<file path="src/rtl/gemt_pkg.sv">
// Shared constants, types and helpers for the group endpoint membership table.
package gemt_pkg;

  localparam int GROUPS    = 16;
  localparam int ENDPOINTS = 256;
  localparam int WORDS     = (ENDPOINTS + 63) / 64;

  localparam int KIND_W   = 3;
  localparam int GID_W    = 16;
  localparam int EP_W     = 8;
  localparam int STATUS_W = 3;
  localparam int WIDX_W   = 2;
  localparam int MASK_W   = 64;
  localparam int BITPOS_W = 6;

  localparam int IN_DATA_W  = 24;
  localparam int OUT_DATA_W = 72;

  // Every entry owns four word addresses, whatever the endpoint count.
  localparam int SLOT_W    = (GROUPS > 1) ? $clog2(GROUPS) : 1;
  localparam int MEM_DEPTH = GROUPS * 4;
  localparam int ADDR_W    = $clog2(MEM_DEPTH);

  localparam int QUEUE_DEPTH = 2;

  localparam logic [SLOT_W-1:0] LAST_SLOT = SLOT_W'(GROUPS - 1);
  localparam logic [WIDX_W-1:0] LAST_WORD = WIDX_W'(WORDS - 1);

  localparam logic [KIND_W-1:0] KIND_ADD        = 3'd0;
  localparam logic [KIND_W-1:0] KIND_REMOVE     = 3'd1;
  localparam logic [KIND_W-1:0] KIND_REMOVE_ALL = 3'd2;
  localparam logic [KIND_W-1:0] KIND_QUERY      = 3'd3;
  localparam logic [KIND_W-1:0] KIND_LOOKUP     = 3'd4;

  typedef enum logic [STATUS_W-1:0] {
    STAT_DONE       = 3'd0,
    STAT_FULL       = 3'd1,
    STAT_ALREADY    = 3'd2,
    STAT_NOGROUP    = 3'd3,
    STAT_NOTMEMBER  = 3'd4
  } status_t;

  typedef enum logic [2:0] {
    OP_ADD,
    OP_REMOVE,
    OP_REMOVE_ALL,
    OP_QUERY,
    OP_LOOKUP,
    OP_IGNORE
  } op_t;

  typedef struct packed {
    op_t                 op;
    logic [GID_W-1:0]    group_id;
    logic                ep_ok;
    logic [WIDX_W-1:0]   wsel;
    logic [BITPOS_W-1:0] bitpos;
  } cmd_t;

  typedef enum logic [3:0] {
    S_IDLE,
    S_DECIDE,
    S_CREATE,
    S_MODIFY,
    S_WALK_RD,
    S_WALK_WR,
    S_LK_RD,
    S_LK_OUT,
    S_EMIT
  } state_t;

  function automatic logic [ADDR_W-1:0] word_addr(input logic [SLOT_W-1:0] slot,
                                                  input logic [WIDX_W-1:0] w);
    return ADDR_W'({slot, w});
  endfunction

endpackage

</file>
<file path="src/rtl/gemt_queue.sv">
// Short request queue between the front end and the table engine.
module gemt_queue (
  input  logic           clk,
  input  logic           rst,
  input  logic           in_valid,
  output logic           in_ready,
  input  gemt_pkg::cmd_t in_cmd,
  output logic           out_valid,
  input  logic           out_ready,
  output gemt_pkg::cmd_t out_cmd
);
  import gemt_pkg::*;

  localparam int PTR_W = (QUEUE_DEPTH > 1) ? $clog2(QUEUE_DEPTH) : 1;
  localparam int CNT_W = $clog2(QUEUE_DEPTH + 1);

  cmd_t             slots [QUEUE_DEPTH];
  logic [PTR_W-1:0] wr_ptr;
  logic [PTR_W-1:0] rd_ptr;
  logic [CNT_W-1:0] count;
  logic             push;
  logic             pop;

  assign in_ready  = (count != CNT_W'(QUEUE_DEPTH));
  assign out_valid = (count != '0);
  assign out_cmd   = slots[rd_ptr];
  assign push      = in_valid && in_ready;
  assign pop       = out_valid && out_ready;

  always_ff @(posedge clk) begin
    if (rst) begin
      wr_ptr <= '0;
      rd_ptr <= '0;
      count  <= '0;
    end else begin
      if (push) begin
        wr_ptr <= (wr_ptr == PTR_W'(QUEUE_DEPTH - 1)) ? '0 : wr_ptr + 1'b1;
      end
      if (pop) begin
        rd_ptr <= (rd_ptr == PTR_W'(QUEUE_DEPTH - 1)) ? '0 : rd_ptr + 1'b1;
      end
      if (push && !pop) begin
        count <= count + 1'b1;
      end else if (pop && !push) begin
        count <= count - 1'b1;
      end
    end
    if (push) begin
      slots[wr_ptr] <= in_cmd;
    end
  end

endmodule

</file>
<file path="config.mk">
export PLATFORM = sky130hd
export DESIGN_NAME = gemt_queue
export DESIGN_NICKNAME = d
export VERILOG_FILES = /design/src/rtl/gemt_pkg.sv /design/src/rtl/gemt_queue.sv
export SDC_FILE = /design/constraint.sdc
export NUM_CORES = 1
export LEC_CHECK = 0
export ABC_AREA = 1
export BUFFER_PORTS_ARGS = -buffer_cell sky130_fd_sc_hd__buf_4
export CELL_PAD_IN_SITES_DETAIL_PLACEMENT = 1
export CELL_PAD_IN_SITES_GLOBAL_PLACEMENT = 1
export CORE_MARGIN = 4
export CORE_UTILIZATION = 43
export CTS_CLUSTER_SIZE = 12
export DETAILED_ROUTE_END_ITERATION = 6
export PLACE_DENSITY_LB_ADDON = 0.1
export SETUP_SLACK_MARGIN = 0.1
export SLEW_MARGIN = 10
export SYNTH_ARGS = -nofsm -noshare
export SYNTH_HDL_FRONTEND = slang
export SYNTH_SLANG_ARGS = --single-unit
</file>
<file path="constraint.sdc">
create_clock -name clk -period 2.5 [get_ports clk]
set_clock_uncertainty 0.1 [all_clocks]
set_input_delay 0.5 -clock clk [delete_from_list [all_inputs] [get_ports clk]]
set_output_delay 0.5 -clock clk [all_outputs]
set_load 0.01 [all_outputs]
</file>
==> impl_results.md, run 1 <==
* Post-synth cell types at 14
* Synth warnings at 0
* Post-synthesis sequential area ratio at 75.4%
* Int Power at between 2 and 2.5 mW
* Die H at 82.1 um
* Top-level port count at between 60 and 70
* Post-CTS setup buffer count at 0
* Crit path to: out_cmd[5]
* Async SR Flop Fraction at 0%
* Initial antenna violation count at 0
* Reg2reg start: count[0]$_SDFFE_PP0P_
* CP top delay family: flip-flops
* Slew Viols, Final at 0
* Post-cts hold buffer count at 0
* Post-Synth Adder-Cell Area at 0.530%
* Largest family of logic cells by synthesized area: multiplexers
* Avg Inst Size Synth at 19.1 um^2
* Clk sinks at 61
* EDFF count, synth at 56
* Total die area at between 6000 and 7000 um^2
* R2r setup slk at 0.84 ns
* Setup TNS at 0 ns
* # nets final at about 230
* Iter 0 DRT Violations at 67
* CP endpoint kind: output port
* Final Cycle Share at 83.8%
* Initial Util at 45.4%
* Chip Width at 82.1 um
* Synth Net Count at 157
* Seq pwr share at 45.3%
* Switching share of power at a little over a quarter
* Slew at the pin closest to its max-slew limit at 0.472 ns
* Crit-path max FO at 20
* Slew margin rel. at 68.5%
* DR DRC count at 0
* GP Congestion at around 0.62
* Synth Register Bits at 61
* GRT Total Usage at between 10% and 20%
* Net Switching at 0.784 mW
* TritonCTS Buffers at 9
* Final setup fails at 0
* Lkg Pwr at about 1.2 nW
* Status: finished, final reports clean
* Worst VDD drop at 0.449 mV
* Deepest clock path buffer count at 2
* Clk root buf: clkbuf_8
* Most frequent cells after synthesis: edfxtp_1 (56), mux2_4 (20), nand2_1 (9)
* Top cell type's share of synthesized area at 71.2%
* P&R area growth vs syn at 30.9%
* CP Cell Sequence: buf_12 > mux2_4 > buf_4
* Clk_lat worst skew at 0.31 ns
* Wire length per cell at 15.9 um
* Largest stage delay, worst path at 0.46 ns
* Max Clk Rate at 0.477 GHz
* Via-per-instance ratio at 4.66
* Dominant synthesized flop cell: edfxtp_1
* Antenna diode instance count at 0
* Required @ worst endpoint at approximately 1.9 ns
* Pwr Total at 2.99 mW
* WP depth at 3
* Non-Filler Instances at roughly 270
* Vias in the first global route at 1,406
* Post-synthesis xor/xnor area fraction at 0%
* Data arrival time of the worst path at approximately 1.5 ns
* Hold Vio Cnt, Final at 0
* Post-Syn Instances at 124
* Synth Area in Compound Gates at 0.847%
* Top cells by area, synth: edfxtp_1 (71%), mux2_4 (13%), dfxtp_1 (4.2%)
* Core Box Area at 5200 um^2
* Startpoint types: flop
* Fin crit period at around 2.1 ns
* DR pass1 iterations at 4
* Cts repair resizes at 0
* Buf/Inv on CP at 2
* Synth Area in Simple Gates at 3.23%
* Cell Area, Synth at 2360 um^2
* H-tree Lvls at 3
* First-pass GRT wire length at just under 7 mm
* # Max-Cap Violations at 0
* Post-DRT Antenna Nets at 0
* CTS clk-pin slew, worst paths at 0.07 ns
* Share of cells above drive strength 1 at 53.3%
* Rows at 26
* Post-synthesis mux area share at 16.5%
* FF-to-FF path depth at 5
* RSZ-0062 raised after global routing: false
* HP Class: input port to flop
* Crit Path Category: flop to output port
* PortBufs at between 60 and 70
* Largest net degree at the start of global routing at 23
* Total power density per cell area at 968 nW/um^2
* Worst reg2reg endpoint: slots[0][8]$_DFFE_PP_
* Final wirelength at roughly 4.3 mm
* Clock power share at around 26%
* Congestion Overflow GR at 0
* DR vias at 1,254
* CP max stage cell: dfxtp_2
* Most common cell in the netlist: edfxtp_1
* Combinational share of power at 29.1%
* CTS tree: done
* Cell total after placement at ~260
* Hpwl dp at 3.07 mm
* Dominant cell type by area after synthesis: edfxtp_1
[power groups by stage]
stage	combinational (mW)	clock, mW	sequential [mW]
floorplan	0.549	0	1.35
global placement	0.858	0	1.36
detailed placement	0.888	0	1.38
CTS	0.891	0.800	1.36
global route	0.957	0.862	1.37
finish	0.871	0.768	1.35
[routing by layer]
metal / up-vias / share of wire, % / global-route usage, %
li1: 600 / - / -
met1: 609 / 39 / 16.4
met2: 39 / 53 / 25.0
met3: 6 / 6.8 / 6.07
met4: 0 / 1.7 / 6.98
met5: - / 0 / 0
[cell usage in the layout (no fill, tap or decap), drive strengths merged]
master	count
buf	64
edfxtp	56
mux2	28
clkbuf	11
nand2	9
inv	8
nor2	7
dfxtp	5
o21ai	2
a21oi	2
nand3	2
clkinv	2
nand4	1
ha	1
bufinv	1
[through the flow]
stage / worst slack [ns] / area [um^2] / utilization [%] / hold slack, ns
detailed placement: 0.723 / 2920 / 56.2 / 0.406
global route: 0.325 / 3090 / 59.4 / 0.226
CTS: 0.368 / 3090 / 59.4 / 0.240
finish: 0.405 / 3090 / 59.4 / 0.258
global placement: 0.752 / 2920 / 56.2 / 0.384
floorplan: 0.187 / 2360 / - / 0.365
[worst min-delay path by stage]
stage                                   start                      to  depth (start not counted)
after floorplan           rd_ptr$_SDFFE_PP0P_                    flop                          2
final                              in_cmd[16]  slots[0][16]$_DFFE_PP_                          1
after global routing               in_cmd[17]  slots[1][17]$_DFFE_PP_                          1
after CTS                          in_cmd[17]  slots[1][17]$_DFFE_PP_                          1
after global placement    rd_ptr$_SDFFE_PP0P_     rd_ptr$_SDFFE_PP0P_                          2
after detailed placement  rd_ptr$_SDFFE_PP0P_                    flop                          2
[cell type report]
type | count | area, um^2
multi-input combinational | 52 | 504
fill | 485 | 2110
inverter | 8 | 30.0
sequential | 61 | 1780
clock buffer | 11 | 131
timing repair buffer | 64 | 518
clock inverter | 3 | 38.8
tap | 70 | 87.6
[cells by family after synthesis]
group / after synthesis
flip-flops: 61
multiplexers: 28
AND/OR/NAND/NOR: 19
buffers and inverters: 11
AO/OA/AOI/OAI: 4
adder cells (fa/ha/maj): 1
[state kept, by name (all words and copies together), names as in the netlist, named ones only]
| name | flops |
|---|---|
| slots | 56 |
| count | 2 |
| rd_ptr | 1 |
| wr_ptr | 1 |
[worst register-to-register path: cells and delay by family (launching register included)]
family                 cells  cell delay (ns)
buffers and inverters      2             0.34
and+or+nand+nor            3             0.60
DFF                        1             0.33
Note: power is estimated with default switching activity, not from simulation.
==> run 2: changes to the inputs <==
- clock period: 2.5 -> 2.18 ns (I/O delays scaled with it)
==> run 2 against run 1 <==
Against the previous run: count of clock-buffer cells in the layout unchanged; sequential cell count stayed put; worst hold slack got worse by 0.068 ns; power grew 15%; non-clock buffer count is 3 higher; critical path type unchanged; largest cell class unchanged.
==> impl_results.md, run 2 (synthesis gave the netlist of run 1 again) <==
* GP Congestion at approximately 0.6
* Final wirelength at between 4 and 5 mm
* Slew at the pin closest to its max-slew limit at 0.241 ns
* Total die area at 6740 um^2
* Slew margin rel. at 83.9%
* Crit Path Category: flop to output port
* # nets final at 232
* CTS clk-pin slew, worst paths at about 0.07 ns
* Top reg by flops: slots
* Startpoint types: flop
* CP endpoint kind: output port
* Reg2reg start: count[0]$_SDFFE_PP0P_
* H-tree Lvls at 3
* P&R area growth vs syn at 31.1%
* Most frequent cells in the layout: buf_4 (66), edfxtp_1 (56), mux2_4 (20)
* Chip Width at between 80 and 90 um
* Largest stage delay, worst path at 0.41 ns
* Vias in the first global route at approximately 1,400
* Worst reg2reg endpoint: count[1]$_SDFFE_PP0P_
* DR pass1 iterations at 3
* TritonCTS Buffers at 9
* Final setup fails at 0
* Hold WS at roughly 0.19 ns
* Fin crit period at 1.98 ns
* Max Clk Rate at 0.506 GHz
* Clk_lat worst skew at 0.32 ns
* Most common cell after layout, fill and taps aside: buf_4
* Util after Layout at 59.5%
* Antenna diode instance count at 0
* Clk root buf: clkbuf_8
* Required @ worst endpoint at around 1.6 ns
* Max reg flops at 56
* DP Area at 2910 um^2
* Data arrival time of the worst path at about 1.4 ns
* Setup TNS at 0 ns
* Top Registers: slots: 56 flops, count: 2 flops
* DR DRC count at 0
* RSZ-0062 raised after global routing: false
* Crit-path max FO at 9
* CP top delay family: flip-flops
* Final instance area at 3100 um^2
* CP Cell Sequence: buf_4 > mux2_2 > buf_4
* R2r setup slk at 0.59 ns
* Hold EP: slots[0][23]$_DFFE_PP_
* Clk sinks at 61
* Iter 0 DRT Violations at 44
* Core Box Area at 5200 um^2
* FF-to-FF path depth at 10
* Cell mode on critical path: buf_4
* Top-level port count at 62
* PortBufs at 61
* Hold path cells at 1
* Initial Util at a little under half
* First-pass GRT wire length at 6.73 mm
* Die H at 82.1 um
* Via-per-instance ratio at 4.66
* Fillers at 522
* CTS tree: done
* # Max-Cap Violations at 0
* Post-cts hold buffer count at 0
* Buf/Inv on CP at 2
* CP max stage cell: dfxtp_4
* Worst VDD drop at between 0.5 and 0.6 mV
* Slew Viols, Final at 0
* Status: finished, final reports clean
* Largest net degree at the start of global routing at 18
* Lkg Pwr at 1.24 nW
* DR vias at 1,276
* Total power density per cell area at 1110 nW/um^2
* Hpwl dp at about 3.1 mm
* Hold Vio Cnt, Final at 0
* Wire length per cell at 15.5 um
* Initial antenna violation count at 0
* Post-DRT Antenna Nets at 0
* HP Class: input port to flop
* Rows at 26
* Congestion Overflow GR at 0
* Share of cells above drive strength 1 at a little over half
* Hold path start: in_cmd[23]
* Deepest clock path buffer count at 2
* GRT Total Usage at 14.2%
* Final Cycle Share at between 90 and 100%
[run 2: cell types whose count changed in the layout (fill, tap and decap cells not counted)]
cell / before / now
buf_4: 61 / 66
buf_12: 3 / 0
buf_6: 0 / 1
clkinv_2: 1 / 2
clkinvlp_4: 0 / 1
dfxtp_2: 1 / 0
dfxtp_4: 0 / 1
[run 2: how the worst max path moves through the flow]
stage,end,depth (start not counted),slack (ns),start
floorplan,slots[1][0]$_DFFE_PP_,4,-0.13,count[0]$_SDFFE_PP0P_
global placement,out_cmd[9],3,0.44,flop
detailed placement,out_cmd[20],3,0.41,flop
CTS,out_cmd[20],3,0.11,flop
global route,out_cmd[2],3,0.13,flop
finish,out_cmd[7],3,0.20,flop
[run 2: through the flow]
step	power, mW	cells	setup slack [ns]
after global routing	3.65	274	0.130
after global placement	2.53	258	0.437
after CTS	3.52	274	0.105
after floorplan	2.18	124	-0.133
after detailed placement	2.58	258	0.412
final	3.45	274	0.204
[run 2: power breakdown]
part | internal, mW | switching [mW] | total [mW] | leakage (nW)
combinational | 0.526 | 0.454 | 0.980 | 0.588
clock | 0.520 | 0.395 | 0.916 | 0.0907
sequential | 1.49 | 0.0668 | 1.55 | 0.564
total | 2.53 | 0.916 | 3.45 | 1.24
[run 2: layer usage]
metal  wire length (um)  GRT usage, %
met5                  0             0
met4                 52          8.47
met1               1680          16.9
met3                258          3.80
met2               2260          23.2
[run 2: cell type report]
class,instances,area [um^2],area share (%)
inverters,8,30.0,0.970
clock inverters,5,51.3,1.66
multi-input cells,52,504,16.3
flip-flops and latches,61,1790,57.7
clock buffers,11,131,4.24
well taps,70,87.6,2.83
repair buffers,67,507,16.4
[run 2: what timing repair did]
item	CTS	global route
resized for setup	1	1
endpoints found under the hold margin	0	0
endpoints found under the setup margin	14	20
buffers inserted	0	0
==> run 3: changes to the inputs <==
- ABC_AREA: 1 -> not set
- CORE_UTILIZATION: 43 -> 42
==> run 3 against run 2 <==
Against the previous run: utilization is 1.5 points lower; power is 1.7% lower; combinational power is 5.7% lower; setup slack worse by 0.016 ns; synthesized cell count is 10% lower; non-clock buffer count is 2 lower; design area is 3.7% lower; first-iteration DRC count is 77% higher; critical path depth stayed put; sequential power hardly changed; largest cell class unchanged; highest routed layer unchanged.
==> impl_results.md, run 3 <==
* Post-DRT Antenna Nets at 0
* Clk root buf: clkbuf_8
* First-pass GRT wire length at ~6.3 mm
* Clk sinks at 61
* Setup TNS at 0 ns
* Required @ worst endpoint at approximately 1.6 ns
* Synth Net Count at 144
* Final Cycle Share at 91.4%
* RSZ-0062 raised after global routing: false
* Rows at 26
* Max Clk Rate at 0.502 GHz
* Total die area at 6570 um^2
* Post-Syn Instances at 111
* Most common cell after layout, fill and taps aside: buf_4
* Top-level port count at 62
* Cell Area, Synth at about 2200 um^2
* Slew margin rel. at 73.9%
* Startpoint types: flop
* CP Cell Sequence: buf_4 > mux2_2 > buf_4
* Final setup fails at 0
* Deepest clock path buffer count at 2
* Cell mode on critical path: buf_4
* Fillers at 518
* DP Area at 2800 um^2
* DR DRC count at 0
* TritonCTS Buffers at 9
* Top Registers: slots: 56 flops, count: 2 flops
* Most frequent cells after synthesis: edfxtp_1 (56), mux2_2 (28), dfxtp_1 (5)
* Util after Layout at between 50% and 60%
* Most frequent cells in the layout: buf_4 (65), edfxtp_1 (56), mux2_2 (28)
* Hpwl dp at 2.72 mm
* Largest stage delay, worst path at between 0.3 and 0.4 ns
* Post-CTS setup buffer count at 0
* Async SR Flop Fraction at 0%
* Largest net degree at the start of global routing at 29
* CTS clk-pin slew, worst paths at 0.07 ns
* EDFF count, synth at 56
* # Max-Cap Violations at 0
* CP max stage cell: mux2_2
* Status: finished, final reports clean
* GP Congestion at 0.626
* Total power density per cell area at 1140 nW/um^2
* Dominant synthesized flop cell: edfxtp_1
* Antenna diode instance count at 0
* DR pass1 iterations at 3
* Initial Util at 43.6%
* # nets final at between 200 and 250
* P&R area growth vs syn at 33.2%
* Top reg by flops: slots
* Avg Inst Size Synth at 20.2 um^2
* Wire length per cell at about 16 um
* Slew Viols, Final at 0
* Slew at the pin closest to its max-slew limit at 0.392 ns
* Final wirelength at 4.20 mm
* Hold path cells at 1
* Share of cells above drive strength 1 at 56.6%
* Clk_lat worst skew at about 0.31 ns
* Post-synth cell types at 18
* Top cell type's share of synthesized area at between 70 and 80%
* Dominant cell type by area after synthesis: edfxtp_1
* Crit-path max FO at 21
* CTS tree: done
* Initial antenna violation count at 0
* DR vias at 1,212
* Chip Width at between 80 and 90 um
* Data arrival time of the worst path at 1.46 ns
* Congestion Overflow GR at 0
* Worst VDD drop at 0.536 mV
* Crit Path Category: flop to output port
* Top cells by area, synth: edfxtp_1 (75%), mux2_2 (14%), dfxtp_1 (4.5%)
* Lkg Pwr at 1.14 nW
* Via-per-instance ratio at approximately 4.7
* Vias in the first global route at 1,317
* PortBufs at 61
* Hold Vio Cnt, Final at 0
* H-tree Lvls at 3
* Max reg flops at 56
* Post-cts hold buffer count at 0
* Final instance area at around 3000 um^2
* Most common cell in the netlist: edfxtp_1
* Iter 0 DRT Violations at 78
* Synth warnings at 0
* Post-synthesis sequential area ratio at 79.6%
* GRT Total Usage at 13.6%
* Core Box Area at approximately 5100 um^2
* Die H at 81.0 um
* Hold WS at ~0.2 ns
* FF-to-FF path depth at 5
* Cts repair resizes at 0
* Synth Register Bits at between 60 and 70
* CP endpoint kind: output port
* Fin crit period at 1.99 ns
* HP Class: input port to flop
==> run 3: cell count changes after synthesis, moves of 2 or more <==
cell,previous run,this run
buf_12,2,0
buf_4,0,2
inv_1,8,1
mux2_2,8,28
mux2_4,20,0
nand2_1,9,0
nand3_1,2,0
nor2_1,7,3
xor2_1,0,3
==> run 3: layout make-up <==
type | count | area [um^2] | area share [%]
multi-input cells | 46 | 434 | 14.6
flip-flops and latches | 61 | 1780 | 59.7
well taps | 70 | 87.6 | 2.94
repair buffers | 65 | 488 | 16.4
clock buffers | 14 | 153 | 5.12
inverters | 1 | 3.75 | 0.126
clock inverters | 2 | 35.0 | 1.17
==> run 3: path summary, 6_finish.rpt <==
| kind | startpoint | end | slack [ns] |
|---|---|---|---|
| hold reg to reg | rd_ptr$_SDFFE_PP0P_ | rd_ptr$_SDFFE_PP0P_ | 0.41 |
| hold / removal | in_cmd[20] | slots[1][20]$_DFFE_PP_ | 0.20 |
| setup reg to reg | count[0]$_SDFFE_PP0P_ | count[1]$_SDFFE_PP0P_ | 0.44 |
| setup / recovery | flop | out_cmd[17] | 0.19 |
==> run 3: where the power goes <==
group          switching (mW)  internal (mW)  total, mW
Sequential             0.0547           1.47       1.52
Clock                   0.383          0.560      0.942
Combinational           0.425          0.499      0.924
Total                   0.862           2.53       3.39
==> run 3: per-stage QoR <==
stage,cells,worst slack [ns],power (mW)
6_report,259,0.188,3.39
5_1_grt,259,0.100,3.58
4_1_cts,259,0.138,3.46
3_5_place_dp,243,0.412,2.49
3_3_place_gp,243,0.516,2.46
2_1_floorplan,111,0.311,2.06
==> run 3: worst max-delay path, delay by kind of cell (launching register included) <==
family | cells | cell delay, ns
multiplexers | 1 | 0.39
buffers and inverters | 2 | 0.43
flip-flops | 1 | 0.33
==> run 3: per-layer routing <==
metal / wire [um] / vias to the layer above / GRT usage [%]
li1: - / 574 / -
met1: 1580 / 596 / 14.3
met2: 2310 / 36 / 23.9
met3: 244 / 6 / 4.10
met4: 63 / 0 / 8.11
met5: 0 / - / 0
==> run 3: logic make-up after synthesis <==
kind of cell	Yosys count	synth area share (%)
adders and majority gates	1	0.559
xor gates and xnor gates	3	1.17
muxes	28	14.1
and+or+nand+nor	9	2.24
buffers and inverters	4	1.06
DFF	61	79.6
AOI/OAI and AO/OA	5	1.34
