### config.mk
export PLATFORM = sky130hd
export DESIGN_NAME = gemt_front
export DESIGN_NICKNAME = d
export VERILOG_FILES = /design/src/rtl/gemt_pkg.sv /design/src/rtl/gemt_front.sv
export SDC_FILE = /design/constraint.sdc
export NUM_CORES = 1
export LEC_CHECK = 0
export ABC_AREA = 1
export BUFFER_PORTS_ARGS = -buffer_cell sky130_fd_sc_hd__buf_4
export CAP_MARGIN = 10
export CELL_PAD_IN_SITES_DETAIL_PLACEMENT = 1
export CELL_PAD_IN_SITES_GLOBAL_PLACEMENT = 1
export CORE_MARGIN = 2
export CORE_UTILIZATION = 30
export DETAILED_ROUTE_END_ITERATION = 12
export PLACE_DENSITY = 0.72
export SETUP_SLACK_MARGIN = 0.15
export SLEW_MARGIN = 20
export SYNTH_ARGS = -nofsm -noshare
export SYNTH_HDL_FRONTEND = slang
export SYNTH_SLANG_ARGS = --single-unit
### constraint.sdc
create_clock -name clk -period 3.2 [get_ports clk]
set_input_delay 0.96 -clock clk [delete_from_list [all_inputs] [get_ports clk]]
set_output_delay 0.96 -clock clk [all_outputs]
set_load 0.02 [all_outputs]
### src/rtl/gemt_pkg.sv
// Shared constants, types and helpers for the group endpoint membership table.
package gemt_pkg;

  localparam int GROUPS    = 16;
  localparam int ENDPOINTS = 256;
  localparam int WORDS     = (ENDPOINTS + 63) / 64;

  localparam int KIND_W   = 3;
  localparam int GID_W    = 16;
  localparam int EP_W     = 8;
  localparam int STATUS_W = 3;
  localparam int WIDX_W   = 2;
  localparam int MASK_W   = 64;
  localparam int BITPOS_W = 6;

  localparam int IN_DATA_W  = 24;
  localparam int OUT_DATA_W = 72;

  // Every entry owns four word addresses, whatever the endpoint count.
  localparam int SLOT_W    = (GROUPS > 1) ? $clog2(GROUPS) : 1;
  localparam int MEM_DEPTH = GROUPS * 4;
  localparam int ADDR_W    = $clog2(MEM_DEPTH);

  localparam int QUEUE_DEPTH = 2;

  localparam logic [SLOT_W-1:0] LAST_SLOT = SLOT_W'(GROUPS - 1);
  localparam logic [WIDX_W-1:0] LAST_WORD = WIDX_W'(WORDS - 1);

  localparam logic [KIND_W-1:0] KIND_ADD        = 3'd0;
  localparam logic [KIND_W-1:0] KIND_REMOVE     = 3'd1;
  localparam logic [KIND_W-1:0] KIND_REMOVE_ALL = 3'd2;
  localparam logic [KIND_W-1:0] KIND_QUERY      = 3'd3;
  localparam logic [KIND_W-1:0] KIND_LOOKUP     = 3'd4;

  typedef enum logic [STATUS_W-1:0] {
    STAT_DONE       = 3'd0,
    STAT_FULL       = 3'd1,
    STAT_ALREADY    = 3'd2,
    STAT_NOGROUP    = 3'd3,
    STAT_NOTMEMBER  = 3'd4
  } status_t;

  typedef enum logic [2:0] {
    OP_ADD,
    OP_REMOVE,
    OP_REMOVE_ALL,
    OP_QUERY,
    OP_LOOKUP,
    OP_IGNORE
  } op_t;

  typedef struct packed {
    op_t                 op;
    logic [GID_W-1:0]    group_id;
    logic                ep_ok;
    logic [WIDX_W-1:0]   wsel;
    logic [BITPOS_W-1:0] bitpos;
  } cmd_t;

  typedef enum logic [3:0] {
    S_IDLE,
    S_DECIDE,
    S_CREATE,
    S_MODIFY,
    S_WALK_RD,
    S_WALK_WR,
    S_LK_RD,
    S_LK_OUT,
    S_EMIT
  } state_t;

  function automatic logic [ADDR_W-1:0] word_addr(input logic [SLOT_W-1:0] slot,
                                                  input logic [WIDX_W-1:0] w);
    return ADDR_W'({slot, w});
  endfunction

endpackage

### src/rtl/gemt_front.sv
// Front end: accepts requests, decodes the kind and splits the endpoint number.
module gemt_front (
  input  logic                           clk,
  input  logic                           rst,
  input  logic                           s_tvalid,
  output logic                           s_tready,
  input  logic [gemt_pkg::IN_DATA_W-1:0] s_tdata,  // group_id[15:0], endpoint[23:16]
  input  logic [gemt_pkg::KIND_W-1:0]    s_tuser,  // kind[2:0]
  output logic                           q_valid,
  input  logic                           q_ready,
  output gemt_pkg::cmd_t                 q_cmd
);
  import gemt_pkg::*;

  logic            f_valid;
  cmd_t            f_cmd;
  cmd_t            dec;
  logic [EP_W-1:0] ep;

  assign ep = s_tdata[GID_W +: EP_W];

  always_comb begin
    unique case (s_tuser)
      KIND_ADD:        dec.op = OP_ADD;
      KIND_REMOVE:     dec.op = OP_REMOVE;
      KIND_REMOVE_ALL: dec.op = OP_REMOVE_ALL;
      KIND_QUERY:      dec.op = OP_QUERY;
      KIND_LOOKUP:     dec.op = OP_LOOKUP;
      default:         dec.op = OP_IGNORE;
    endcase
    dec.group_id = s_tdata[GID_W-1:0];
    dec.ep_ok    = ({1'b0, ep} < (EP_W + 1)'(ENDPOINTS));
    dec.wsel     = ep[EP_W-1 -: WIDX_W];
    dec.bitpos   = ep[BITPOS_W-1:0];
  end

  assign s_tready = !f_valid || q_ready;
  assign q_valid  = f_valid;
  assign q_cmd    = f_cmd;

  always_ff @(posedge clk) begin
    if (rst) begin
      f_valid <= 1'b0;
    end else if (s_tready) begin
      f_valid <= s_tvalid;
    end
    if (s_tready && s_tvalid) begin
      f_cmd <= dec;
    end
  end

endmodule

==> results of run 1 <==
routing by layer:
metal / routed length (um) / global-route usage (%) / vias up
met5: 0 / 0 / -
met1: 637 / 12.2 / 264
met4: 18 / 4.98 / 0
li1: - / - / 267
met3: 310 / 6.81 / 2
met2: 858 / 17.8 / 42
layout by cell type (no fill, tap or decap):
cell type                  count
sky130_fd_sc_hd__a21o_1        1
sky130_fd_sc_hd__a21oi_2       2
sky130_fd_sc_hd__buf_4        61
sky130_fd_sc_hd__clkbuf_4      3
sky130_fd_sc_hd__clkbuf_8      1
sky130_fd_sc_hd__conb_1        1
sky130_fd_sc_hd__dfxtp_1       1
sky130_fd_sc_hd__edfxtp_1     27
sky130_fd_sc_hd__inv_1         2
sky130_fd_sc_hd__inv_2         1
sky130_fd_sc_hd__nand2_2       1
sky130_fd_sc_hd__nor2_1        1
stage by stage:
step	hold WS [ns]	power (W)	utilization, %
2_1_floorplan	0.640	0.000482	-
3_3_place_gp	0.491	0.000544	49.5
3_5_place_dp	0.506	0.000547	49.5
4_1_cts	0.529	0.000713	50.8
5_1_grt	0.551	0.000733	50.8
6_report	0.527	0.000702	50.8
logic make-up (layout without fill, tap and decap cells):
logic type             after synthesis  in the layout
AO/OA/AOI/OAI                        3              3
buffers and inverters                5             68
flip-flops                          28             28
other                                1              1
AND/OR/NAND/NOR                      2              2
flip-flops by register name (all words and copies together), names as in the netlist:
name,flops
q_cmd,27
q_valid,1
worst max-delay path, stage by stage:
cell and delay [ns]:
sky130_fd_sc_hd__buf_4 0.11, sky130_fd_sc_hd__inv_2 0.06, sky130_fd_sc_hd__nand2_2 0.06, sky130_fd_sc_hd__buf_4 0.16
final cells by class:
type / count / area (sq um)
tap: 31 / 38.8
inverter: 3 / 11.3
sequential: 28 / 831
multi-input combinational: 6 / 38.8
clock buffer: 4 / 36.3
fill: 278 / 1370
timing repair buffer: 61 / 458
worst paths after layout:
check	end	cells past startpoint
worst min register to register	q_valid$_SDFFE_PP0N_	2
worst max register to register	q_cmd[2]$_DFFE_PP_	2
worst max-delay path	s_tready	4
worst min-delay path	q_valid$_SDFFE_PP0N_	2
power by group through the flow:
| stage | logic, W | registers (W) | clock network [W] |
|---|---|---|---|
| 4_1_cts | 0.000105 | 0.000434 | 0.000174 |
| 5_1_grt | 0.000110 | 0.000436 | 0.000187 |
| 3_5_place_dp | 0.000105 | 0.000442 | 0 |
| 2_1_floorplan | 0.0000126 | 0.000470 | 0 |
| 6_report | 0.000103 | 0.000433 | 0.000166 |
| 3_3_place_gp | 0.000103 | 0.000441 | 0 |
==> flow_summary_export.csv, run 1 <==
group,metric,value,unit
status,outcome,"completed",
power,pwr-share-clk,23.6,%
placed_design,placer_congestion_estimate,0.660,
power,leakage,0.615,nW
synth,synth.avg_cell_area,22.8,sq um
clocking,cts_hold_repair.buffers,0,
clocking,clk_tree_root_cell,"sky130_fd_sc_hd__clkbuf_4",
sta,timing.final.ws_setup,0.891,ns
die,die_height,58.4,um
critical_path,required,2.24,ns
synth,synth_enable_flop_cells,27,
clocking,worst_skew_pair.late_latency,0.31,ns
synth,ys_seq_area_share,93.5,%
synth,synth_largest_area_cell,"sky130_fd_sc_hd__edfxtp_1",
global_route,grt_max_degree,16,
synth,synth-main-ff-cell,"sky130_fd_sc_hd__edfxtp_1",
synth,synth_top_family_by_area,"buffers and inverters",
sta,clock-skew-final,0.00431,ns
sta,setup_repair_after_global_routing_missed_its_margin,"no",
final_layout,postLayoutCellArea,1410,sq um
placed_design,place_worst_setup_slack,0.890,ns
global_route,globalRouteOverflowTotal,0,
route,first_pass_iters,3,
synth,synth_compound_area_share,2.39,%
sta,post-route-min-period,2.31,ns
run,drv_cap,0,
global_route,grt_usage,11.3,%
placed_design,portBuffers,59,
clocking,htreeDepth,1,
power,power.density_cell_area,497,nW/um^2
critical_path,r2r_slack,2.12,ns
power,power_report.internal_total,0.000548,W
worst_hold_path,min-delay-path-class,"flop to flop",
power,power.share.combinational,14.7,%
synth,netlist.area_leader.share,91.3,%
synth,syn-instance-count,39,
clocking,tritoncts.num_buffers,3,
final_layout,num_antenna_cells,0,
final_layout,finish.cell_count_without_fillers,133,
route,drt_iter0_markers,9,
synth,synth_simple_gate_area_share,1.13,%
global_route,antenna_violations_before_repair,0,
critical_path,crit-reg2reg-launch,"q_valid$_SDFFE_PP0N_",
synth,synth.yosys.warnings,0,
critical_path,path_class,"input pin to output port",
die,i_o_pin_count,61,
die,placementRows,19,
placed_design,placed_wire_length_estimate_after_detailed_placement,1510,um
synth,leading_post_synthesis_cells_by_instance_count,"sky130_fd_sc_hd__edfxtp_1 (27), sky130_fd_sc_hd__inv_1 (2)",
critical_path,cp_data_arrival_time,1.35,ns
worst_hold_path,min-delay-start,"q_valid$_SDFFE_PP0N_",
synth,top_area_cells_in_the_synthesized_netlist,"sky130_fd_sc_hd__edfxtp_1 (91%), sky130_fd_sc_hd__dfxtp_1 (2.3%), sky130_fd_sc_hd__a21oi_2 (0.99%)",
sta,drv_slew,0,
critical_path,critical_path.startpoint,"q_ready",
route,via_count,575,
placed_design,placed_cells_incl_taps,129,
synth,synth-xor-area-share,0,%
clocking,cts_setup_buffers,0,
critical_path,endpoint_kind,"output port",
die,core-area,2780,sq um
sta,setup_viol,0,
power,swShare,22.0,%
clocking,clkTransAtPathRegs,0.14,ns
route,viasPerCell,4.32,
sta,timing.setup.tns,0,ns
route,detail_route.wirelength,1830,um
power,share_seq_of_total_power,61.7,%
power,ir_worst_vdd,0.000269,V
clocking,clock_tree.buffer_depth,2,
final_layout,num-nets-final,134,
sta,timing_hold_violations_final,0,
die,die-area,3410,sq um
synth,synth_most_common_cell,"sky130_fd_sc_hd__edfxtp_1",
die,floorplan.initialDensity,31.9,%
power,power.switching,0.000154,W
die,die_x,58.4,um
final_layout,drive_above_1_share,67.6,%
clocking,cts_tree,"yes",
route,routedWlPerCell,13.7,um
clocking,clock_sinks,28,
final_layout,areaGrowthSynthToFinish,59.2,%
synth,postSynthNetCount,70,
global_route,wire_length_of_the_first_global_routing_pass,2840,um
sta,max_freq,433,MHz
synth,synth.area.mux_share,0,%
synth,netlist-cell-type-count,12,
synth,synth_adder_area_share,0,%
clocking,cts_resized,0,
route,final_antenna_net_count,0,
critical_path,critical_path_peak_fanout,2,
sta,timing.final.crit_share,72.1,%
synth,synth.ff_latch_count,28,
global_route,number_of_global_route_vias_before_repair,610,
critical_path,setup.worst_path.start_class,"input pin",
synth,synthesis.area,888,sq um
synth,fraction_of_registers_with_async_set_reset,0,%
placed_design,post_dp_cell_area,1380,sq um
route,drc,0,
Power figures use the tool's default switching activity.
==> inputs of run 2 (changes only) <==
- ABC_AREA: 1 -> 0
- CORE_UTILIZATION: 30 -> 28
- PLACE_DENSITY: 0.72 -> 0.7
- clock period: 3.2 -> 2.1 ns (I/O delays scaled with it)
==> flow_summary_export.csv, run 2 <==
group,metric,value,unit
die,die-area,3660,sq um
clocking,clock_tree.buffer_depth,2,
power,leakage,0.604,nW
worst_hold_path,min-delay-start,"rst",
global_route,grt_max_degree,28,
final_layout,layout_commonest_cell,"sky130_fd_sc_hd__buf_4",
critical_path,endpoint_kind,"output port",
clocking,cts_resized,0,
global_route,globalRouteOverflowTotal,0,
worst_hold_path,min-delay-path-class,"input pin to flop",
global_route,antenna_violations_before_repair,0,
clocking,worst_skew_pair.late_latency,0.32,ns
die,floorplan.initialDensity,29.3,%
route,via_count,535,
clocking,tritoncts.num_buffers,3,
clocking,clock_sinks,28,
final_layout,finish.cell_count_without_fillers,142,
synth,synth-main-ff-cell,"sky130_fd_sc_hd__edfxtp_1",
route,viasPerCell,3.77,
final_layout,num-nets-final,130,
synth,syn-instance-count,37,
die,i_o_pin_count,61,
route,final_antenna_net_count,0,
synth,netlist-cell-type-count,11,
synth,postSynthNetCount,68,
clocking,cts_tree,"yes",
synth,synth_enable_flop_cells,27,
global_route,global_route.usage.met1,9.45,%
final_layout,final_core_util,46.4,%
synth,ys_seq_area_share,92.9,%
clocking,cts_setup_buffers,0,
clocking,htreeDepth,1,
die,die_x,60.5,um
synth,netlist.area_leader.share,90.6,%
sta,timing.setup.tns,0,ns
run,drv_cap,0,
sta,clock-skew-final,0.00687,ns
placed_design,placed_cells_incl_taps,138,
critical_path,cp_data_arrival_time,1.03,ns
global_route,grt.met2_usage,14.9,%
sta,setup_viol,0,
final_layout,drive_above_1_share,67.3,%
power,power.density_cell_area,752,nW/um^2
die,core-area,3050,sq um
die,die_height,60.5,um
placed_design,portBuffers,59,
synth,top_area_cells_in_the_synthesized_netlist,"sky130_fd_sc_hd__edfxtp_1 (91%), sky130_fd_sc_hd__dfxtp_1 (2.2%), sky130_fd_sc_hd__nand2b_4 (1.5%)",
die,placementRows,20,
placed_design,placer_congestion_estimate,0.618,
route,routedWlPerCell,11.3,um
global_route,number_of_global_route_vias_before_repair,542,
sta,drv_slew,0,
power,ir_worst_vdd,0.000314,V
synth,synth_largest_area_cell,"sky130_fd_sc_hd__edfxtp_1",
synth,fraction_of_registers_with_async_set_reset,0,%
global_route,grt-busiest-layer,"met2",
global_route,grt_usage,8.46,%
final_layout,areaGrowthSynthToFinish,58.5,%
route,drc,0,
sta,setup_repair_after_global_routing_missed_its_margin,"no",
clocking,clkTransAtPathRegs,0.14,ns
synth,synth.avg_cell_area,24.2,sq um
route,detail_route.wirelength,1600,um
final_layout,num_antenna_cells,0,
clocking,clk_tree_root_cell,"sky130_fd_sc_hd__clkbuf_4",
critical_path,critical_path_peak_fanout,3,
synth,synth_most_common_cell,"sky130_fd_sc_hd__edfxtp_1",
global_route,global_route_met3_usage,2.56,%
sta,timing_hold_violations_final,0,
critical_path,critical_path.startpoint,"q_ready",
status,outcome,"completed",
final_layout,number_of_flip_flops_in_the_largest_register,27,
final_layout,final_cell_mix,"sky130_fd_sc_hd__buf_4 (59), sky130_fd_sc_hd__edfxtp_1 (27), sky130_fd_sc_hd__clkbuf_4 (3)",
sta,timing.final.crit_share,79.1,%
route,drt_iter0_markers,3,
critical_path,setup.worst_path.start_class,"input pin",
critical_path,required,1.47,ns
sta,post-route-min-period,1.66,ns
synth,synthesis.area,895,sq um
critical_path,crit-reg2reg-launch,"q_valid$_SDFFE_PP0N_",
route,first_pass_iters,2,
critical_path,path_class,"input pin to output port",
synth,synth.yosys.warnings,0,
sta,max_freq,602,MHz
clocking,cts_hold_repair.buffers,0,
synth,synth.ff_latch_count,28,
global_route,wire_length_of_the_first_global_routing_pass,2250,um
-- run 2: cell types whose count changed after synthesis, sizes merged --
cell,before,now
and2,0,1
nand2,1,0
nand2b,0,1
inv,3,1
nor2b,0,1
a21oi,2,1
nor2,1,0
-- run 2: cell families after synthesis --
kind of cell,share of synthesized area (%)
flops,92.9
simple gates,3.22
buf+inv,1.68
compound gates,1.82
other cells,0.419
-- run 2: layout make-up --
type	count	area, sq um
fillers	325	1640
flip-flops and latches	28	831
repair buffers	59	443
well taps	44	55.1
multi-input cells	6	48.8
clock buffers	4	36.3
inverters	1	3.75
-- run 2: stage by stage --
stage               worst slack (ns)  hold slack [ns]  area [sq um]  total power, W
CTS                            0.436            0.425          1420         0.00108
global route                   0.417            0.419          1420         0.00111
finish                         0.439            0.441          1420         0.00107
global placement               0.445            0.490          1380        0.000825
detailed placement             0.437            0.501          1380        0.000829
floorplan                      0.669            0.620           895        0.000735
-- run 2: final timing paths --
path	depth (start not counted)	end	slack, ns
worst max-delay path	3	s_tready	0.44
worst min-delay path	2	q_valid$_SDFFE_PP0N_	0.44
worst max register to register	2	q_cmd[15]$_DFFE_PP_	0.96
worst min register to register	2	q_valid$_SDFFE_PP0N_	0.51
-- run 2: per-layer routing --
layer | up-vias | wire [um]
li1 | 258 | -
met1 | 243 | 589
met2 | 34 | 828
met3 | 0 | 186
met4 | 0 | 0
met5 | - | 0
-- run 2: power by group --
| part | total (W) | switching (W) | leakage, nW | internal (W) |
|---|---|---|---|---|
| registers | 0.000660 | 0.00000952 | 0.270 | 0.000651 |
| clock network | 0.000253 | 0.000147 | 0.0210 | 0.000106 |
| logic | 0.000153 | 0.0000752 | 0.314 | 0.0000777 |
| total | 0.00107 | 0.000232 | 0.604 | 0.000834 |
-- run 2: critical path, cell delays in order --
cell                       delay, ns
sky130_fd_sc_hd__buf_4          0.11
sky130_fd_sc_hd__nand2b_4       0.14
sky130_fd_sc_hd__buf_4          0.16
==> inputs of run 3 (changes only) <==
- clock period: 2.1 -> 1.5 ns (I/O delays scaled with it)
==> flow_summary_export.csv, run 3 (synthesized netlist as in run 2, its figures left out) <==
group,metric,value,unit
critical_path,worst_path_largest_cell_delay,0.42,ns
die,i_o_pin_count,61,
final_layout,areaGrowthSynthToFinish,68.4,%
sta,clock-skew-final,0.00592,ns
power,ir_worst_vdd,0.000468,V
placed_design,portBuffers,59,
critical_path,endpoint_kind,"output port",
route,first_pass_iters,2,
route,routedWlPerCell,11.8,um
power,leakage,0.633,nW
die,die_height,60.5,um
sta,max_freq,749,MHz
critical_path,required,1.05,ns
critical_path,path_buf_inv,1,
clocking,worst_skew_pair.late_latency,0.31,ns
global_route,grt_max_degree,28,
sta,timing_hold_violations_final,0,
clocking,cts_hold_repair.buffers,0,
global_route,number_of_global_route_vias_before_repair,554,
die,placementRows,20,
clocking,htreeDepth,1,
power,power.density_cell_area,980,nW/um^2
placed_design,placer_congestion_estimate,0.616,
route,via_count,546,
route,drc,0,
final_layout,layout_commonest_cell,"sky130_fd_sc_hd__buf_4",
sta,setup_repair_after_global_routing_missed_its_margin,"yes",
clocking,clock_tree.buffer_depth,2,
critical_path,worst_path_dominant_cell_family,"flip-flops",
placed_design,post_dp_cell_area,1380,sq um
placed_design,placed_wire_length_estimate_after_detailed_placement,1270,um
critical_path,worstSetupPathDepth,1,
final_layout,num-nets-final,131,
die,floorplan.initialDensity,29.3,%
final_layout,drive_above_1_share,67.7,%
global_route,globalRouteOverflowTotal,0,
route,drt_iter0_markers,6,
clocking,cts_tree,"yes",
route,viasPerCell,3.82,
worst_hold_path,min_path_cells,2,
route,final_antenna_net_count,0,
sta,timing.setup.tns,0,ns
critical_path,reg2regPathDepth,2,
critical_path,critical_path_peak_fanout,1,
clocking,clock_sinks,28,
final_layout,n_fill_cell,316,
status,outcome,"completed",
final_layout,num_antenna_cells,0,
worst_hold_path,min-delay-path-class,"input pin to flop",
die,die_x,60.5,um
route,detail_route.wirelength,1690,um
final_layout,postLayoutCellArea,1510,sq um
critical_path,cp_slowest_cell,"sky130_fd_sc_hd__edfxtp_1",
global_route,wire_length_of_the_first_global_routing_pass,2300,um
critical_path,path_class,"flop to output port",
clocking,clk_tree_root_cell,"sky130_fd_sc_hd__clkbuf_4",
sta,setup_viol,0,
critical_path,worstPathCellList,"buf_6",
sta,post-route-min-period,1.34,ns
clocking,tritoncts.num_buffers,3,
final_layout,multiInputGateArea,48.8,sq um
final_layout,number_of_flip_flops_in_the_largest_register,27,
sta,timing.final.crit_share,89.1,%
die,core-area,3050,sq um
sta,drv_slew,0,
final_layout,final_cell_mix,"sky130_fd_sc_hd__buf_4 (36), sky130_fd_sc_hd__edfxtp_1 (27), sky130_fd_sc_hd__buf_6 (24)",
final_layout,layout.area.seq,832,sq um
critical_path,setup.worst_path.start_class,"flop",
run,drv_cap,0,
global_route,grt_usage,8.82,%
die,die-area,3660,sq um
global_route,antenna_violations_before_repair,0,
critical_path,cp_data_arrival_time,0.89,ns
clocking,clkTransAtPathRegs,0.14,ns
power,power,0.00148,W
## run 3: worst paths after layout
check / from / end / slack (ns)
setup / recovery: q_cmd[21]$_DFFE_PP_ / q_cmd[21] / 0.16
hold / removal: rst / q_valid$_SDFFE_PP0N_ / 0.26
setup reg to reg: q_valid$_SDFFE_PP0N_ / q_cmd[9]$_DFFE_PP_ / 0.38
hold reg to reg: q_valid$_SDFFE_PP0N_ / q_valid$_SDFFE_PP0N_ / 0.59
## run 3: metrics by stage
step | util [%] | instances | setup slack, ns | hold slack (ns)
detailed placement | 45.2 | 138 | 0.123 | 0.498
global route | 49.3 | 143 | 0.121 | 0.243
finish | 49.3 | 143 | 0.164 | 0.257
CTS | 46.8 | 142 | 0.136 | 0.237
global placement | 45.2 | 138 | 0.153 | 0.487
floorplan | - | 37 | 0.249 | 0.512
## run 3: cell type report
| class | instances | share of cell area [%] |
|---|---|---|
| Sequential cell | 28 | 55.2 |
| Timing Repair Buffer | 60 | 35.9 |
| Clock buffer | 4 | 1.74 |
| Tap cell | 44 | 3.65 |
| Multi-Input combinational cell | 6 | 3.24 |
| Inverter | 1 | 0.249 |
## run 3: per-layer routing
metal,GRT usage [%],up-vias,share of wire [%]
li1,-,259,-
met1,9.07,253,35
met2,16.1,34,55
met3,3.20,0,9.4
met4,3.73,0,0
met5,0,-,0
## run 3: repair_timing
action | CTS | global route
endpoints found under the setup margin | 6 | 25
setup buffers | 0 | 1
gates resized for setup | 6 | 19
## run 3: power breakdown
part	internal [W]	total [W]	switching (W)
clock network	0.000104	0.000307	0.000203
logic	0.000132	0.000238	0.000106
registers	0.000912	0.000931	0.0000192
total	0.00115	0.00148	0.000329
